<file path="config.mk">
export PLATFORM = sky130hd
export DESIGN_NAME = servo_ramp_setup_controller_flat
export DESIGN_NICKNAME = d
export VERILOG_FILES = /design/src/rtl/srsc_pkg.sv /design/src/rtl/srsc_in_if.sv /design/src/rtl/srsc_out_if.sv /design/src/rtl/srsc_cfg_regs.sv /design/src/rtl/srsc_core.sv /design/src/rtl/servo_ramp_setup_controller.sv /design/src/flat_wrapper.sv
export SDC_FILE = /design/constraint.sdc
export NUM_CORES = 2
export LEC_CHECK = 0
export BUFFER_PORTS_ARGS = -buffer_cell sky130_fd_sc_hd__clkbuf_2
export CAP_MARGIN = 15
export CORE_MARGIN = 2
export CORE_UTILIZATION = 30
export CTS_CLUSTER_SIZE = 12
export DETAILED_ROUTE_END_ITERATION = 10
export GPL_TIMING_DRIVEN = 0
export PLACE_DENSITY = 0.43
export SLEW_MARGIN = 20
export SYNTH_ARGS = -nofsm -noshare
export SYNTH_HDL_FRONTEND = slang
export SYNTH_SLANG_ARGS = --single-unit
</file>
<file path="constraint.sdc">
create_clock -name clk -period 16.37 [get_ports clk]
set_input_delay 3.274 -clock clk [delete_from_list [all_inputs] [get_ports clk]]
set_output_delay 3.274 -clock clk [all_outputs]
set_load 0.02 [all_outputs]
</file>
<file path="src/rtl/srsc_pkg.sv">
`default_nettype none

package srsc_pkg;

	// Event codes
	localparam logic [2:0] ACT_START   = 3'd0;
	localparam logic [2:0] ACT_TICK    = 3'd1;
	localparam logic [2:0] ACT_KEY     = 3'd2;
	localparam logic [2:0] ACT_TRIGGER = 3'd3;
	localparam logic [2:0] ACT_TIMEOUT = 3'd4;

	// Key codes
	localparam logic [2:0] KEY_S1_PRESS  = 3'd0;
	localparam logic [2:0] KEY_S1_REPEAT = 3'd1;
	localparam logic [2:0] KEY_S2_PRESS  = 3'd2;
	localparam logic [2:0] KEY_S2_REPEAT = 3'd3;
	localparam logic [2:0] KEY_S3_PRESS  = 3'd4;

	// Trigger lines
	localparam logic [1:0] LINE_FIRST  = 2'd0;
	localparam logic [1:0] LINE_SECOND = 2'd1;

	// Modes
	localparam logic [1:0] MODE_OPER  = 2'd0;
	localparam logic [1:0] MODE_POS1  = 2'd1;
	localparam logic [1:0] MODE_POS2  = 2'd2;
	localparam logic [1:0] MODE_SPEED = 2'd3;

	// Config register indexes
	localparam logic [2:0] CFG_STORED_VALID  = 3'd0;
	localparam logic [2:0] CFG_STORED_FIRST  = 3'd1;
	localparam logic [2:0] CFG_STORED_SECOND = 3'd2;
	localparam logic [2:0] CFG_STORED_SPEED  = 3'd3;
	localparam logic [2:0] CFG_PULSE_MIN     = 3'd4;
	localparam logic [2:0] CFG_PULSE_MAX     = 3'd5;
	localparam logic [2:0] CFG_DEFAULT_SPEED = 3'd6;
	localparam logic [2:0] CFG_STOP_TICKS    = 3'd7;

	localparam int CFG_DATA_W = 16;
	localparam int CFG_IDX_W  = 3;

	// Ramp constants
	localparam logic signed [7:0] SOFT_FULL = 8'sd100;
	localparam logic signed [7:0] SOFT_INIT = -8'sd2;
	localparam logic [7:0]        STOP_TICKS_VALID = 8'd50;
	localparam logic [8:0]        SPEED_MAX = 9'd256;
	localparam logic [8:0]        SPEED_MIN = 9'd1;
	localparam logic [3:0]        TICK_MASK = 4'hF;

	// floor(x/100) = (x * 83887) >> 23, exact for x below 2^16 scaled values used here
	localparam logic [16:0] RECIP_100  = 17'd83887;
	localparam int          RECIP_SHIFT = 23;

	typedef struct packed {
		logic        stored_valid;
		logic [15:0] stored_first_position;
		logic [15:0] stored_second_position;
		logic [8:0]  stored_step_speed;
		logic [15:0] pulse_minimum;
		logic [15:0] pulse_maximum;
		logic [8:0]  default_step_speed;
		logic [7:0]  stopping_ticks;
	} cfg_t;

	typedef struct packed {
		logic [2:0] action;
		logic [2:0] key_code;
		logic [1:0] trigger_line;
		logic       trigger_level;
	} item_t;

	typedef struct packed {
		logic [15:0] pulse_width;
		logic [15:0] target_position;
		logic [1:0]  mode;
		logic        led_on;
		logic        servo_power;
		logic        pwm_running;
	} res_t;

	// Product of speed (<512) and soft-start (<=100) divided by 100
	function automatic logic [8:0] div100(input logic [15:0] x);
		logic [32:0] p;
		p = 33'(x) * 33'(RECIP_100);
		return p[RECIP_SHIFT+8:RECIP_SHIFT];
	endfunction

endpackage

`default_nettype wire

</file>
<file path="src/rtl/srsc_in_if.sv">
`default_nettype none

interface srsc_in_if;
	logic       valid;
	logic       ready;
	logic [2:0] action;
	logic [2:0] key_code;
	logic [1:0] trigger_line;
	logic       trigger_level;

	modport source (output valid, action, key_code, trigger_line, trigger_level,
		input ready);
	modport sink (input valid, action, key_code, trigger_line, trigger_level,
		output ready);
endinterface

`default_nettype wire

</file>
<file path="src/rtl/srsc_out_if.sv">
`default_nettype none

interface srsc_out_if;
	logic        valid;
	logic        ready;
	logic [15:0] pulse_width;
	logic [15:0] target_position;
	logic [1:0]  mode;
	logic        led_on;
	logic        servo_power;
	logic        pwm_running;

	modport source (output valid, pulse_width, target_position, mode, led_on,
		servo_power, pwm_running, input ready);
	modport sink (input valid, pulse_width, target_position, mode, led_on,
		servo_power, pwm_running, output ready);
endinterface

`default_nettype wire

</file>
<file path="src/rtl/srsc_cfg_regs.sv">
`default_nettype none

module srsc_cfg_regs (
	input  wire logic                             clk,
	input  wire logic                             arst_n,
	input  wire logic                             cfg_we,
	input  wire logic [srsc_pkg::CFG_IDX_W-1:0]   cfg_index,
	input  wire logic [srsc_pkg::CFG_DATA_W-1:0]  cfg_data,
	output srsc_pkg::cfg_t                        cfg
);

	srsc_pkg::cfg_t cfg_q;

	always_ff @(posedge clk or negedge arst_n) begin
		if (!arst_n) begin
			cfg_q.stored_valid           <= 1'b0;
			cfg_q.stored_first_position  <= 16'd32000;
			cfg_q.stored_second_position <= 16'd32000;
			cfg_q.stored_step_speed      <= 9'd16;
			cfg_q.pulse_minimum          <= 16'd8000;
			cfg_q.pulse_maximum          <= 16'd43200;
			cfg_q.default_step_speed     <= 9'd16;
			cfg_q.stopping_ticks         <= 8'd25;
		end else if (cfg_we) begin
			case (cfg_index)
				srsc_pkg::CFG_STORED_VALID:  cfg_q.stored_valid <= cfg_data[0];
				srsc_pkg::CFG_STORED_FIRST:  cfg_q.stored_first_position <= cfg_data;
				srsc_pkg::CFG_STORED_SECOND: cfg_q.stored_second_position <= cfg_data;
				srsc_pkg::CFG_STORED_SPEED:  cfg_q.stored_step_speed <= cfg_data[8:0];
				srsc_pkg::CFG_PULSE_MIN:     cfg_q.pulse_minimum <= cfg_data;
				srsc_pkg::CFG_PULSE_MAX:     cfg_q.pulse_maximum <= cfg_data;
				srsc_pkg::CFG_DEFAULT_SPEED: cfg_q.default_step_speed <= cfg_data[8:0];
				srsc_pkg::CFG_STOP_TICKS:    cfg_q.stopping_ticks <= cfg_data[7:0];
				default: ;
			endcase
		end
	end

	assign cfg = cfg_q;

endmodule

`default_nettype wire

</file>
<file path="src/rtl/srsc_core.sv">
`default_nettype none

module srsc_core (
	input  wire logic      clk,
	input  wire logic      arst_n,
	input  wire logic      adv,
	input  srsc_pkg::item_t item,
	input  srsc_pkg::cfg_t  cfg,
	output srsc_pkg::res_t  res
);

	logic [1:0]        mode_q;
	logic [15:0]       target_q, pulse_q, first_q, second_q;
	logic [8:0]        speed_q;
	logic              sweep_up_q, active_q, led_q, power_q;
	logic signed [7:0] soft_q;
	logic [7:0]        stop_q;
	logic [3:0]        tick_low_q, blink_q;
	logic [15:0]       saved_first_q, saved_second_q;
	logic [8:0]        saved_speed_q;
	logic [15:0]       tick_prod_q;   // speed * soft-start value of the next tick

	logic [1:0]        n_mode;
	logic [15:0]       n_target, n_pulse, n_first, n_second;
	logic [8:0]        n_speed;
	logic              n_sweep_up, n_active, n_led, n_power;
	logic signed [7:0] n_soft;
	logic [7:0]        n_stop;
	logic [3:0]        n_tick_low, n_blink;
	logic [15:0]       n_saved_first, n_saved_second;
	logic [8:0]        n_saved_speed;
	logic [15:0]       n_tick_prod;

	logic [16:0] mid_sum;
	logic [15:0] mid;
	logic [4:0]  blink_lim;
	logic [3:0]  blink_nx;
	logic [15:0] hi, lo, step;
	logic [16:0] sum17, bound17;
	logic signed [7:0] soft_m0;
	logic [6:0]  soft_clamp;

	always_comb begin
		n_mode = mode_q; n_target = target_q; n_pulse = pulse_q;
		n_first = first_q; n_second = second_q; n_speed = speed_q;
		n_sweep_up = sweep_up_q; n_active = active_q; n_led = led_q; n_power = power_q;
		n_soft = soft_q; n_stop = stop_q; n_tick_low = tick_low_q; n_blink = blink_q;
		n_saved_first = saved_first_q; n_saved_second = saved_second_q;
		n_saved_speed = saved_speed_q;

		mid_sum   = {1'b0, cfg.pulse_minimum} + {1'b0, cfg.pulse_maximum};
		mid       = mid_sum[16:1];
		blink_lim = {2'b00, mode_q, 1'b0};
		blink_nx  = blink_q + 4'd1;
		hi        = (second_q > first_q) ? second_q : first_q;
		lo        = (second_q < first_q) ? second_q : first_q;
		step      = 16'd0;
		sum17     = 17'd0;
		bound17   = 17'd0;

		case (item.action)
			srsc_pkg::ACT_START: begin
				n_sweep_up = 1'b0; n_led = 1'b0; n_power = 1'b0;
				n_tick_low = '0; n_blink = '0;
				n_saved_first  = cfg.stored_first_position;
				n_saved_second = cfg.stored_second_position;
				n_saved_speed  = cfg.stored_step_speed;
				if (cfg.stored_valid) begin
					n_first  = cfg.stored_first_position;
					n_second = cfg.stored_second_position;
					n_speed  = cfg.stored_step_speed;
					n_target = cfg.stored_first_position;
					n_mode   = srsc_pkg::MODE_OPER;
					n_stop   = srsc_pkg::STOP_TICKS_VALID;
				end else begin
					n_first  = mid;
					n_second = mid;
					n_target = mid;
					n_speed  = cfg.default_step_speed;
					n_mode   = srsc_pkg::MODE_POS1;
					n_stop   = cfg.stopping_ticks;
				end
				n_pulse  = n_target;
				n_active = 1'b1;
				n_soft   = srsc_pkg::SOFT_INIT;
			end

			srsc_pkg::ACT_TICK: begin
				n_tick_low = (tick_low_q + 4'd1) & srsc_pkg::TICK_MASK;
				if (mode_q != srsc_pkg::MODE_OPER && n_tick_low == 4'd0) begin
					n_blink = blink_nx;
					if ({1'b0, blink_nx} < blink_lim + 5'd1)
						n_led = blink_nx[0];
					else if ({1'b0, blink_nx} > blink_lim + 5'd3)
						n_blink = 4'd0;
				end

				// Speed setup: the target sweeps between the two end positions
				if (mode_q == srsc_pkg::MODE_SPEED) begin
					if (sweep_up_q) begin
						sum17 = {1'b0, target_q} + 17'(speed_q);
						if (sum17 > {1'b0, hi}) begin
							n_target   = hi;
							n_sweep_up = 1'b0;
						end else begin
							n_target = sum17[15:0];
						end
					end else begin
						bound17 = {1'b0, lo} + 17'(speed_q);
						if ({1'b0, target_q} < bound17) begin
							n_target   = lo;
							n_sweep_up = 1'b1;
						end else begin
							n_target = target_q - 16'(speed_q);
						end
					end
					n_soft = srsc_pkg::SOFT_FULL;
				end else if (mode_q == srsc_pkg::MODE_OPER) begin
					if (soft_q < srsc_pkg::SOFT_FULL)
						n_soft = soft_q + 8'sd1;
				end else begin
					n_soft = srsc_pkg::SOFT_FULL;
				end

				// Outside operation soft start is full, so the step is the speed
				if (mode_q == srsc_pkg::MODE_OPER)
					step = 16'(srsc_pkg::div100(tick_prod_q));
				else
					step = 16'(speed_q);

				if (n_soft > 8'sd0) begin
					n_power = 1'b1;
					if (pulse_q < n_target) begin
						sum17 = {1'b0, pulse_q} + {1'b0, step};
						n_pulse = (sum17 > {1'b0, n_target}) ? n_target : sum17[15:0];
					end else if (pulse_q > n_target) begin
						bound17 = {1'b0, n_target} + {1'b0, step};
						n_pulse = ({1'b0, pulse_q} < bound17) ? n_target : pulse_q - step;
					end else if (mode_q == srsc_pkg::MODE_OPER) begin
						if (stop_q <= 8'd1) begin
							n_stop   = 8'd0;
							n_active = 1'b0;
							n_power  = 1'b0;
						end else begin
							n_stop = stop_q - 8'd1;
						end
					end
				end
			end

			srsc_pkg::ACT_KEY: begin
				if (!active_q) begin
					n_active = 1'b1;
					n_soft   = srsc_pkg::SOFT_INIT;
					n_stop   = cfg.stopping_ticks;
				end
				case (item.key_code)
					srsc_pkg::KEY_S1_PRESS, srsc_pkg::KEY_S1_REPEAT: begin
						if (mode_q == srsc_pkg::MODE_OPER) begin
							if (item.key_code == srsc_pkg::KEY_S1_PRESS)
								n_target = second_q;
						end else if (mode_q == srsc_pkg::MODE_SPEED) begin
							n_speed = (speed_q >= srsc_pkg::SPEED_MAX) ?
								srsc_pkg::SPEED_MAX : speed_q + 9'd1;
						end else begin
							sum17 = {1'b0, target_q} + 17'(speed_q);
							n_target = (sum17 > {1'b0, cfg.pulse_maximum}) ?
								cfg.pulse_maximum : sum17[15:0];
						end
					end
					srsc_pkg::KEY_S2_PRESS, srsc_pkg::KEY_S2_REPEAT: begin
						if (mode_q == srsc_pkg::MODE_OPER) begin
							if (item.key_code == srsc_pkg::KEY_S2_PRESS)
								n_target = first_q;
						end else if (mode_q == srsc_pkg::MODE_SPEED) begin
							n_speed = (speed_q <= srsc_pkg::SPEED_MIN) ?
								srsc_pkg::SPEED_MIN : speed_q - 9'd1;
						end else begin
							bound17 = {1'b0, cfg.pulse_minimum} + 17'(speed_q);
							n_target = ({1'b0, target_q} < bound17) ?
								cfg.pulse_minimum : target_q - 16'(speed_q);
						end
					end
					srsc_pkg::KEY_S3_PRESS: begin
						case (mode_q)
							srsc_pkg::MODE_OPER: begin
								n_mode  = srsc_pkg::MODE_POS1;
								n_speed = cfg.default_step_speed;
							end
							srsc_pkg::MODE_POS1: begin
								n_first = target_q;
								n_mode  = srsc_pkg::MODE_POS2;
							end
							srsc_pkg::MODE_POS2: begin
								n_second   = target_q;
								n_sweep_up = 1'b0;
								n_mode     = srsc_pkg::MODE_SPEED;
							end
							default: begin
								// leaving setup saves the settings
								n_mode         = srsc_pkg::MODE_OPER;
								n_saved_first  = first_q;
								n_saved_second = second_q;
								n_saved_speed  = speed_q;
								n_led          = 1'b0;
								n_target       = first_q;
							end
						endcase
					end
					default: ;
				endcase
			end

			srsc_pkg::ACT_TRIGGER: begin
				if (mode_q == srsc_pkg::MODE_OPER && !item.trigger_level) begin
					if (item.trigger_line == srsc_pkg::LINE_FIRST)
						n_target = first_q;
					else if (item.trigger_line == srsc_pkg::LINE_SECOND)
						n_target = second_q;
					if (!active_q) begin
						n_active = 1'b1;
						n_soft   = srsc_pkg::SOFT_INIT;
						n_stop   = cfg.stopping_ticks;
					end
				end
			end

			srsc_pkg::ACT_TIMEOUT: begin
				if (mode_q != srsc_pkg::MODE_OPER && cfg.stored_valid) begin
					n_first  = saved_first_q;
					n_second = saved_second_q;
					n_speed  = saved_speed_q;
					n_mode   = srsc_pkg::MODE_OPER;
					n_led    = 1'b0;
				end
			end

			default: ;
		endcase
	end

	// Soft-start value the next tick in operation will use, clamped at zero
	always_comb begin
		soft_m0 = (n_soft < srsc_pkg::SOFT_FULL) ? n_soft + 8'sd1 : n_soft;
		soft_clamp = (soft_m0 > 8'sd0) ? soft_m0[6:0] : 7'd0;
		n_tick_prod = 16'(n_speed * soft_clamp);
	end

	always_ff @(posedge clk or negedge arst_n) begin
		if (!arst_n) begin
			mode_q <= srsc_pkg::MODE_POS1;
			target_q <= '0; pulse_q <= '0; first_q <= '0; second_q <= '0;
			speed_q <= '0; sweep_up_q <= 1'b0; active_q <= 1'b0;
			led_q <= 1'b0; power_q <= 1'b0; soft_q <= '0; stop_q <= '0;
			tick_low_q <= '0; blink_q <= '0;
			saved_first_q <= '0; saved_second_q <= '0; saved_speed_q <= '0;
			tick_prod_q <= '0;
		end else if (adv) begin
			mode_q <= n_mode;
			target_q <= n_target; pulse_q <= n_pulse;
			first_q <= n_first; second_q <= n_second;
			speed_q <= n_speed; sweep_up_q <= n_sweep_up; active_q <= n_active;
			led_q <= n_led; power_q <= n_power; soft_q <= n_soft; stop_q <= n_stop;
			tick_low_q <= n_tick_low; blink_q <= n_blink;
			saved_first_q <= n_saved_first; saved_second_q <= n_saved_second;
			saved_speed_q <= n_saved_speed;
			tick_prod_q <= n_tick_prod;
		end
	end

	assign res.pulse_width     = n_pulse;
	assign res.target_position = n_target;
	assign res.mode            = n_mode;
	assign res.led_on          = n_led;
	assign res.servo_power     = n_power;
	assign res.pwm_running     = n_active;

	// Any key enables the ramp
	a_key_enables: assert property (@(posedge clk) disable iff (!arst_n)
		adv && item.action == srsc_pkg::ACT_KEY |=> active_q)
		else $error("key did not enable the ramp");

	// Start with valid settings goes straight to operation
	a_valid_start: assert property (@(posedge clk) disable iff (!arst_n)
		adv && item.action == srsc_pkg::ACT_START && cfg.stored_valid |=>
		mode_q == srsc_pkg::MODE_OPER && active_q &&
		stop_q == srsc_pkg::STOP_TICKS_VALID && pulse_q == target_q)
		else $error("start with valid settings misbehaved");

	// The ramp never overshoots a fixed target
	a_no_overshoot: assert property (@(posedge clk) disable iff (!arst_n)
		adv && item.action == srsc_pkg::ACT_TICK && mode_q != srsc_pkg::MODE_SPEED &&
		pulse_q < target_q |=> pulse_q <= target_q)
		else $error("pulse ramp overshot target");

	// Timeout with valid settings drops back to operation with LED off
	a_timeout: assert property (@(posedge clk) disable iff (!arst_n)
		adv && item.action == srsc_pkg::ACT_TIMEOUT && cfg.stored_valid |=>
		mode_q == srsc_pkg::MODE_OPER && !led_q)
		else $error("timeout did not restore operation");

endmodule

`default_nettype wire

</file>
<file path="src/rtl/servo_ramp_setup_controller.sv">
// Servo ramp and setup controller.
//
// evt channel: one item per event (start, 20 ms tick, key, trigger edge,
// inactivity timeout). res channel: one item per event, showing pulse
// width, target, mode, LED, servo power and ramp-active after that event.
// cfg port: cfg_we writes cfg_data into register cfg_index;
// write only while no event is in flight.
//
// An accepted event sits in an input register; once the result register can
// take it, the event runs through the state update and loads the result
// register. One event per cycle is taken for as long as the result side
// keeps up; the limit is the single state update per cycle, whose longest
// path is the product register, the divide-by-100 reciprocal multiply and
// the ramp add and clamp. When res stalls, the result register holds and
// the input register fills, after which evt.ready drops; nothing is lost.
// Reset empties both registers, sets mode to position-one setup and clears
// the ramp state; the configuration returns to its defaults.
`default_nettype none

module servo_ramp_setup_controller (
	input  wire logic                             clk,
	input  wire logic                             arst_n,
	srsc_in_if.sink                               evt,
	srsc_out_if.source                            res,
	input  wire logic                             cfg_we,
	input  wire logic [srsc_pkg::CFG_IDX_W-1:0]   cfg_index,
	input  wire logic [srsc_pkg::CFG_DATA_W-1:0]  cfg_data
);

	srsc_pkg::cfg_t  cfg;
	srsc_pkg::item_t item_s1;
	logic            valid_s1;
	srsc_pkg::res_t  core_res;
	srsc_pkg::res_t  res_q;
	logic            res_valid_q;
	logic            adv;

	srsc_cfg_regs u_cfg (
		.clk       (clk),
		.arst_n    (arst_n),
		.cfg_we    (cfg_we),
		.cfg_index (cfg_index),
		.cfg_data  (cfg_data),
		.cfg       (cfg)
	);

	// The held event is processed whenever the result register can take it
	assign adv       = valid_s1 && (!res_valid_q || res.ready);
	assign evt.ready = !valid_s1 || adv;

	// Input register
	always_ff @(posedge clk or negedge arst_n) begin
		if (!arst_n) begin
			valid_s1 <= 1'b0;
		end else if (evt.valid && evt.ready) begin
			valid_s1 <= 1'b1;
		end else if (adv) begin
			valid_s1 <= 1'b0;
		end
	end

	always_ff @(posedge clk) begin
		if (evt.valid && evt.ready) begin
			item_s1.action        <= evt.action;
			item_s1.key_code      <= evt.key_code;
			item_s1.trigger_line  <= evt.trigger_line;
			item_s1.trigger_level <= evt.trigger_level;
		end
	end

	srsc_core u_core (
		.clk    (clk),
		.arst_n (arst_n),
		.adv    (adv),
		.item   (item_s1),
		.cfg    (cfg),
		.res    (core_res)
	);

	// Result register
	always_ff @(posedge clk or negedge arst_n) begin
		if (!arst_n) begin
			res_valid_q <= 1'b0;
		end else if (adv) begin
			res_valid_q <= 1'b1;
		end else if (res.ready) begin
			res_valid_q <= 1'b0;
		end
	end

	always_ff @(posedge clk) begin
		if (adv)
			res_q <= core_res;
	end

	assign res.valid           = res_valid_q;
	assign res.pulse_width     = res_q.pulse_width;
	assign res.target_position = res_q.target_position;
	assign res.mode            = res_q.mode;
	assign res.led_on          = res_q.led_on;
	assign res.servo_power     = res_q.servo_power;
	assign res.pwm_running     = res_q.pwm_running;

endmodule

`default_nettype wire
</file>
<file path="src/flat_wrapper.sv">
// flat-port wrapper written by rule: the top's interface ports become plain ports
module servo_ramp_setup_controller_flat 
  (clk, arst_n, cfg_we, cfg_index, cfg_data, evt_valid, evt_action, evt_key_code, evt_trigger_line, evt_trigger_level, evt_ready, res_valid, res_pulse_width, res_target_position, res_mode, res_led_on, res_servo_power, res_pwm_running, res_ready);
  srsc_in_if evt_i ();
  srsc_out_if res_i ();
  input  wire logic clk;
  input  wire logic arst_n;
  input  wire logic cfg_we;
  input  wire logic [srsc_pkg::CFG_IDX_W-1:0] cfg_index;
  input  wire logic [srsc_pkg::CFG_DATA_W-1:0] cfg_data;
  input wire logic [$bits(evt_i.valid)-1:0] evt_valid;
  input wire logic [$bits(evt_i.action)-1:0] evt_action;
  input wire logic [$bits(evt_i.key_code)-1:0] evt_key_code;
  input wire logic [$bits(evt_i.trigger_line)-1:0] evt_trigger_line;
  input wire logic [$bits(evt_i.trigger_level)-1:0] evt_trigger_level;
  output wire logic [$bits(evt_i.ready)-1:0] evt_ready;
  output wire logic [$bits(res_i.valid)-1:0] res_valid;
  output wire logic [$bits(res_i.pulse_width)-1:0] res_pulse_width;
  output wire logic [$bits(res_i.target_position)-1:0] res_target_position;
  output wire logic [$bits(res_i.mode)-1:0] res_mode;
  output wire logic [$bits(res_i.led_on)-1:0] res_led_on;
  output wire logic [$bits(res_i.servo_power)-1:0] res_servo_power;
  output wire logic [$bits(res_i.pwm_running)-1:0] res_pwm_running;
  input wire logic [$bits(res_i.ready)-1:0] res_ready;
  assign evt_i.valid = evt_valid;
  assign evt_i.action = evt_action;
  assign evt_i.key_code = evt_key_code;
  assign evt_i.trigger_line = evt_trigger_line;
  assign evt_i.trigger_level = evt_trigger_level;
  assign evt_ready = evt_i.ready;
  assign res_valid = res_i.valid;
  assign res_pulse_width = res_i.pulse_width;
  assign res_target_position = res_i.target_position;
  assign res_mode = res_i.mode;
  assign res_led_on = res_i.led_on;
  assign res_servo_power = res_i.servo_power;
  assign res_pwm_running = res_i.pwm_running;
  assign res_i.ready = res_ready;
  servo_ramp_setup_controller u_core (.clk(clk), .arst_n(arst_n), .evt(evt_i), .res(res_i), .cfg_we(cfg_we), .cfg_index(cfg_index), .cfg_data(cfg_data));
endmodule
</file>
# --- Word level (Yosys, flattened, before mapping) ---
# Cells that the tools add are included.
# Widths: inputs -> output; s select.
word_totals:
  regBits: 299
  inputBits: 33
  wordCells: 267
  out_inout_bits: 39
classes:
  eq_ne: 31
  reduce_logical: 43
  mul: 2
  n_addsub: 17
  n_mux: 117
  n_lt_le_gt_ge: 19
ops:
  columns: ["cell", "n"]
  rows:
  - ["$mux 16", 37]
  - ["$pmux 16 s3", 3]
  - ["$mux 8", 15]
  - ["$mux 9", 12]
  - ["$pmux 16 s2", 3]
  - ["$pmux 16 s4", 1]
  - ["$pmux 8 s4", 2]
  - ["$pmux 9 s3", 2]
  - ["$add 16x16->17", 3]
  - ["$add 16x9->17", 3]
  - ["$gt 17x16->1", 3]
  - ["$lt 16x17->1", 3]
  - ["$gt 16x16->1", 2]
  - ["$lt 16x16->1", 2]
  - ["$mul 16x17->32 const B", 1]
  - ["$mux 1", 27]
  - ["$ne 2x2->1 const B", 12]
  - ["$eq 3x2->1 const B", 6]
  - ["$eq 3x3->1 const B", 6]
  - ["$pmux 9 s2", 1]
  - ["$reduce_and 2->1", 9]
  - ["$add 8x2->8 const B", 2]
  - ["$gt 8x1->1 const B", 2]
  - ["$lt 8x8->1 const B", 2]
  - ["other kinds (40)", 70]

# --- Longest topological paths before layout ---
depth:
  ltp_word: 15
  depth_mapped: 60

# --- Hierarchy ---
# Synthesis repeated with hierarchy kept, for this count alone.
unflattened:
  cells_unflattened: 3877
  area_unflattened_um2: 33354.5
modules_own_cells:
  columns: ["module", "cells_each", "area_per_inst_um2", "n_inst", "seq_area_each_um2"]
  rows:
  - ["srsc_core", 3622, 28188.3, 1, 4005.1]
  - ["srsc_cfg_regs", 201, 3681.0, 1, 2312.2]
  - ["servo_ramp_setup_controller", 54, 1485.2, 1, 1431.4]

# --- Worst setup path before layout ---
# OpenSTA, ideal clock, no wires.
synth_timing:
  path_type: "register to register"
  startpoint: "register u_core.u_core.first_q[10]"
  endpoint: "register u_core.res_q (netlist bit u_core.res.pulse_width[15]) (data pin)"
  setup_slack_ns: 5.420
  arrival_ns: 10.691
  setup_time_ns: 0.259
  path_stages_with_launch: 57
  path_buffers: 3
  cell_sequence: "dfrtp_1 > clkbuf_1 > inv_1 > ha_1 > nand4_1 > or2_1 > a211o_1 > nand3_1 > buf_2 > buf_2 > nand2_1 > o21ai_0 > ha_1 > inv_1 > fa_1 > nor2b_1 > o31a_1 > o31a_1 > (+21 left out) > a21oi_1 > o21bai_1 > a21o_1 > a21oi_1 > nand2b_1 > nor2_1 > xor2_1 > ha_1 > a21o_1 > a21oi_1 > nand2_1 > a31oi_1 > a21o_1 > or2_2 > nor3_1 > o21ai_4 > o21a_1 > a211o_1"
synth_rtl:
  columns: ["element", "line", "source"]
  rows:
  - ["start: declaration", "srsc_core.sv:13", "logic [15:0] target_q, pulse_q, first_q, second_q;"]
  - ["start signal: assignment", "srsc_core.sv:261", "first_q <= n_first; second_q <= n_second;"]
  - ["end signal: assignment", "servo_ramp_setup_controller.sv:93", "res_q <= core_res;"]
  - ["end: declaration", "servo_ramp_setup_controller.sv:34", "srsc_pkg::res_t res_q;"]

==> impl_metrics.csv <==
group,metric,value,unit
clock_tree,post_cts_resized,0,
floorplan,die_w,334,um
floorplan,fp.dieH,334,um
sta,timing.slew.headroom,0.165,
place,gp_congestion,0.991,
floorplan,rows,121,
place,dp_hpwl,120000,um
detailed_routing,via_per_inst,5.63,
cells_and_area,fillers,11500,
global_route,gr-usage-met2,0.396,
cells_and_area,final_nets,4540,
detailed_routing,drc_errors,0,
setup_path,cpMostUsedCell,"a21oi_1",
place,io_buffers,67,
clock_tree,cts-root-buf,"clkbuf_16",
min_path,worstHoldStart,"u_core.u_core.saved_first_q[8]$_DFFE_PN0P_",
global_route,globalRouteMet3Util,0.0377,
setup_path,r2r_setup_slack,1.19,ns
global_route,grt_max_degree,73,
clock_tree,cts_hold_buf,0,
global_route,track_usage,0.257,
sta,fin_skew,0.0316,ns
setup_path,slowest_stage,"nor3_4",
floorplan,fp.dieArea,112000,sq um
global_route,grt_overflow,0,
detailed_routing,vias,30600,
cells_and_area,regArea,7750,sq um
clock_tree,cts_buffers,41,
detailed_routing,detail-route-antenna-nets,0,
setup_path,timing.rr.end,"u_core.res.pulse_width[9]$_DFFE_PP_",
detailed_routing,drtIter0Drc,3127,
clock_tree,cts_max_level,2,
detailed_routing,wl_per_cell,26.9,um
run_status,status,"finished clean",
sta,worst_pin_slew,1.25,ns
global_route,antenna_found_initial,2,
sta,fin_crit_sh,0.928,
setup_path,reg2regPathDepth,56,
sta,tns,0,ns
setup_path,cpPeakStageDelay,0.61,ns
yosys,synth_edf_count,46,
yosys,syn_avg_cell_area,8.47,sq um
sta,hold_viol_final,0,
detailed_routing,drt_pass1_iterations,7,
global_route,use_met1,0.365,
global_route,grt_pass1_wl,211000,um
sta,fmax,65.9,MHz
cells_and_area,area_growth,11.5,%
yosys,syn_area,32700,sq um
min_path,hold_class,"reg2reg",
setup_path,crit_fanout,10,
yosys,syn_inst,3866,
sta,rsz0062_at_grt,"no",
yosys,ys_warn_count,0,
clock_tree,cts_tree,"built",
setup_path,critPathKind,"reg2reg",
clock_tree,post_cts_buffers,0,
yosys,synthArstFlopShare,0.846,
job,maxCapViolCount,0,
sta,finalCriticalPeriod,15.18,ns
sta,setup_viol,0,
clock_tree,clk-insertion-delay-late,0.61,ns
sta,final_max_slew_viol_count,0,
cells_and_area,multi_input_area,23000,sq um
min_path,worst_hold_path.endpoint,"u_core.u_core.saved_first_q[8]$_DFFE_PN0P_",
global_route,top_usage_layer,"met2",
yosys,ys_ff_latch,299,
setup_path,cp_data_required_time,16.60,ns
setup_path,worstSetupStartpointType,"flop",
floorplan,initial_core_util,0.302,
min_path,min_path_cells,2,
setup_path,r2r_start,"u_core.u_core.first_q[9]$_DFFE_PN0P_",
yosys,netlist-cell-type-count,106,
detailed_routing,finalWirelength,146000,um
clock_tree,clk_pin_slew,0.06,ns
global_route,grt_pass1_vias,29800,
floorplan,coreArea,109000,sq um
floorplan,ios,72,
yosys,syn_nets,4423,
setup_path,endpoint_kind,"flop",
cells_and_area,drive_above_1_share,0.0949,
yosys,ys_seq_area_frac,0.237,
setup_path,cp.arrival,15.42,ns
clock_tree,cts.sinks,299,
yosys,synth-main-ff-cell,"dfrtp_1",
clock_tree,cts.path.max_buffers,3,
-- worst max-delay path, delay by kind of cell, from the launching register on --
kind                       cells  cell delay (ns)
DFF                            1             0.33
muxes                          2             0.48
AOI/OAI and AO/OA             30             6.79
buffers and inverters          3             1.44
adders and majority gates      6             2.09
and+or+nand+nor               13             3.34
xor gates and xnor gates       2             0.31
-- logic make-up (layout without fill, tap and decap cells) --
| family | after synthesis | in the layout | share of synthesized area |
|---|---|---|---|
| AO/OA/AOI/OAI | 1154 | 1154 | 0.226 |
| multiplexers | 197 | 197 | 0.0651 |
| XOR/XNOR | 138 | 138 | 0.0371 |
| other | 0 | 2 | 0 |
| adder cells (fa/ha/maj) | 524 | 524 | 0.232 |
| flip-flops | 299 | 299 | 0.237 |
| buffers and inverters | 533 | 683 | 0.0621 |
| AND/OR/NAND/NOR | 1021 | 1021 | 0.141 |
-- cell type report --
class / instances / share of cell area
clock inverter: 23 / 0.00816
tap: 1414 / 0.0485
multi-input combinational: 3034 / 0.630
timing repair buffer: 74 / 0.0137
inverter: 334 / 0.0343
clock buffer: 53 / 0.0316
buffer: 199 / 0.0214
sequential: 299 / 0.212
antenna: 2 / 0.000137
-- synthesized netlist by cell type, types with 32 or more instances --
master	count	area, sq um
a21o_1	58	435
a21oi_1	352	1760
a221oi_1	32	280
a22oi_1	39	293
a31oi_1	44	275
clkbuf_1	160	601
dfrtp_1	224	5610
edfxtp_1	46	1380
fa_1	138	2760
ha_1	386	4830
inv_1	327	1230
mux2_2	128	1440
mux2i_1	69	691
nand2_1	373	1400
nand2b_1	33	206
nand3_1	38	190
nor2_1	315	1180
nor2b_1	34	213
nor3_1	75	375
o211ai_1	44	330
o21a_1	36	270
o21ai_0	275	1380
xnor2_1	92	806
xor2_1	45	394
-- layer usage --
metal	vias to the layer above	routed length [um]
met1	15000	67100
met5	-	0
met3	234	10500
met2	1218	63000
met4	0	5680
li1	14100	-
-- registers in the layout, summed over array words and instances (netlist names), 16 cells and up --
name,count
u_core.res.pulse_width,16
u_core.res.target_position,16
u_core.u_cfg.cfg,91
u_core.u_core.first_q,16
u_core.u_core.pulse_q,16
u_core.u_core.saved_first_q,16
u_core.u_core.saved_second_q,16
u_core.u_core.second_q,16
u_core.u_core.target_q,16
u_core.u_core.tick_prod_q,16
-- stage by stage --
stage | worst slack [ns] | std cells | area (sq um) | util | hold WS [ns]
2_1_floorplan | 5.42 | 3866 | 32700 | - | 0.446
3_3_place_gp | 0.991 | 5347 | 34800 | 0.321 | 0.462
3_5_place_dp | 1.25 | 5354 | 35100 | 0.323 | 0.470
4_1_cts | 1.20 | 5430 | 36500 | 0.336 | 0.483
5_1_grt | 0.317 | 5430 | 36500 | 0.336 | 0.507
6_report | 1.19 | 5432 | 36500 | 0.336 | 0.484
-- worst max-delay path by stage --
| stage | startpoint | to | slack, ns | cells past startpoint |
|---|---|---|---|---|
| 6_report | u_core.u_core.first_q[9]$_DFFE_PN0P_ | u_core.res.pulse_width[9]$_DFFE_PP_ | 1.19 | 56 |
| 4_1_cts | u_core.u_core.first_q[9]$_DFFE_PN0P_ | u_core.res.pulse_width[9]$_DFFE_PP_ | 1.20 | 57 |
| 2_1_floorplan | u_core.u_core.first_q[10]$_DFFE_PN0P_ | u_core.res.pulse_width[15]$_DFFE_PP_ | 5.42 | 56 |
| 3_3_place_gp | u_core.u_core.first_q[9]$_DFFE_PN0P_ | u_core.res.pulse_width[9]$_DFFE_PP_ | 0.99 | 56 |
| 5_1_grt | u_core.u_core.first_q[9]$_DFFE_PN0P_ | u_core.res.pulse_width[9]$_DFFE_PP_ | 0.32 | 57 |
| 3_5_place_dp | u_core.u_core.first_q[9]$_DFFE_PN0P_ | u_core.res.pulse_width[9]$_DFFE_PP_ | 1.25 | 57 |
-- layout by cell type (no fill, tap or decap), types with 18 or more instances in the layout --
cell type / synthesis / routed
a21oi_1: 352 / 352
a22oi_1: 39 / 39
buf_1: 24 / 22
o22ai_1: 18 / 18
ha_1: 386 / 386
clkbuf_16: 0 / 42
o211ai_1: 44 / 44
nand4_1: 30 / 30
a221oi_1: 32 / 32
clkbuf_1: 160 / 165
dfstp_2: 29 / 29
o21ai_0: 275 / 274
o21bai_1: 27 / 27
edfxtp_1: 46 / 46
and2_1: 27 / 27
mux2_2: 128 / 128
xnor2_1: 92 / 92
inv_1: 327 / 327
o21a_1: 36 / 36
dfrtp_1: 224 / 224
clkbuf_2: 2 / 68
nand3_1: 38 / 38
a21o_1: 58 / 58
nor3_1: 75 / 73
mux2i_1: 69 / 69
nor2b_1: 34 / 34
a211oi_1: 30 / 29
fa_1: 138 / 138
a31oi_1: 44 / 43
xor2_1: 45 / 45
o221ai_1: 26 / 25
nor2_1: 315 / 315
nand2_1: 373 / 373
nand2b_1: 33 / 33
Power is left out: the tool's default activity adds up to more than one toggle a clock period on the data nets, which glitch-free logic cannot reach.
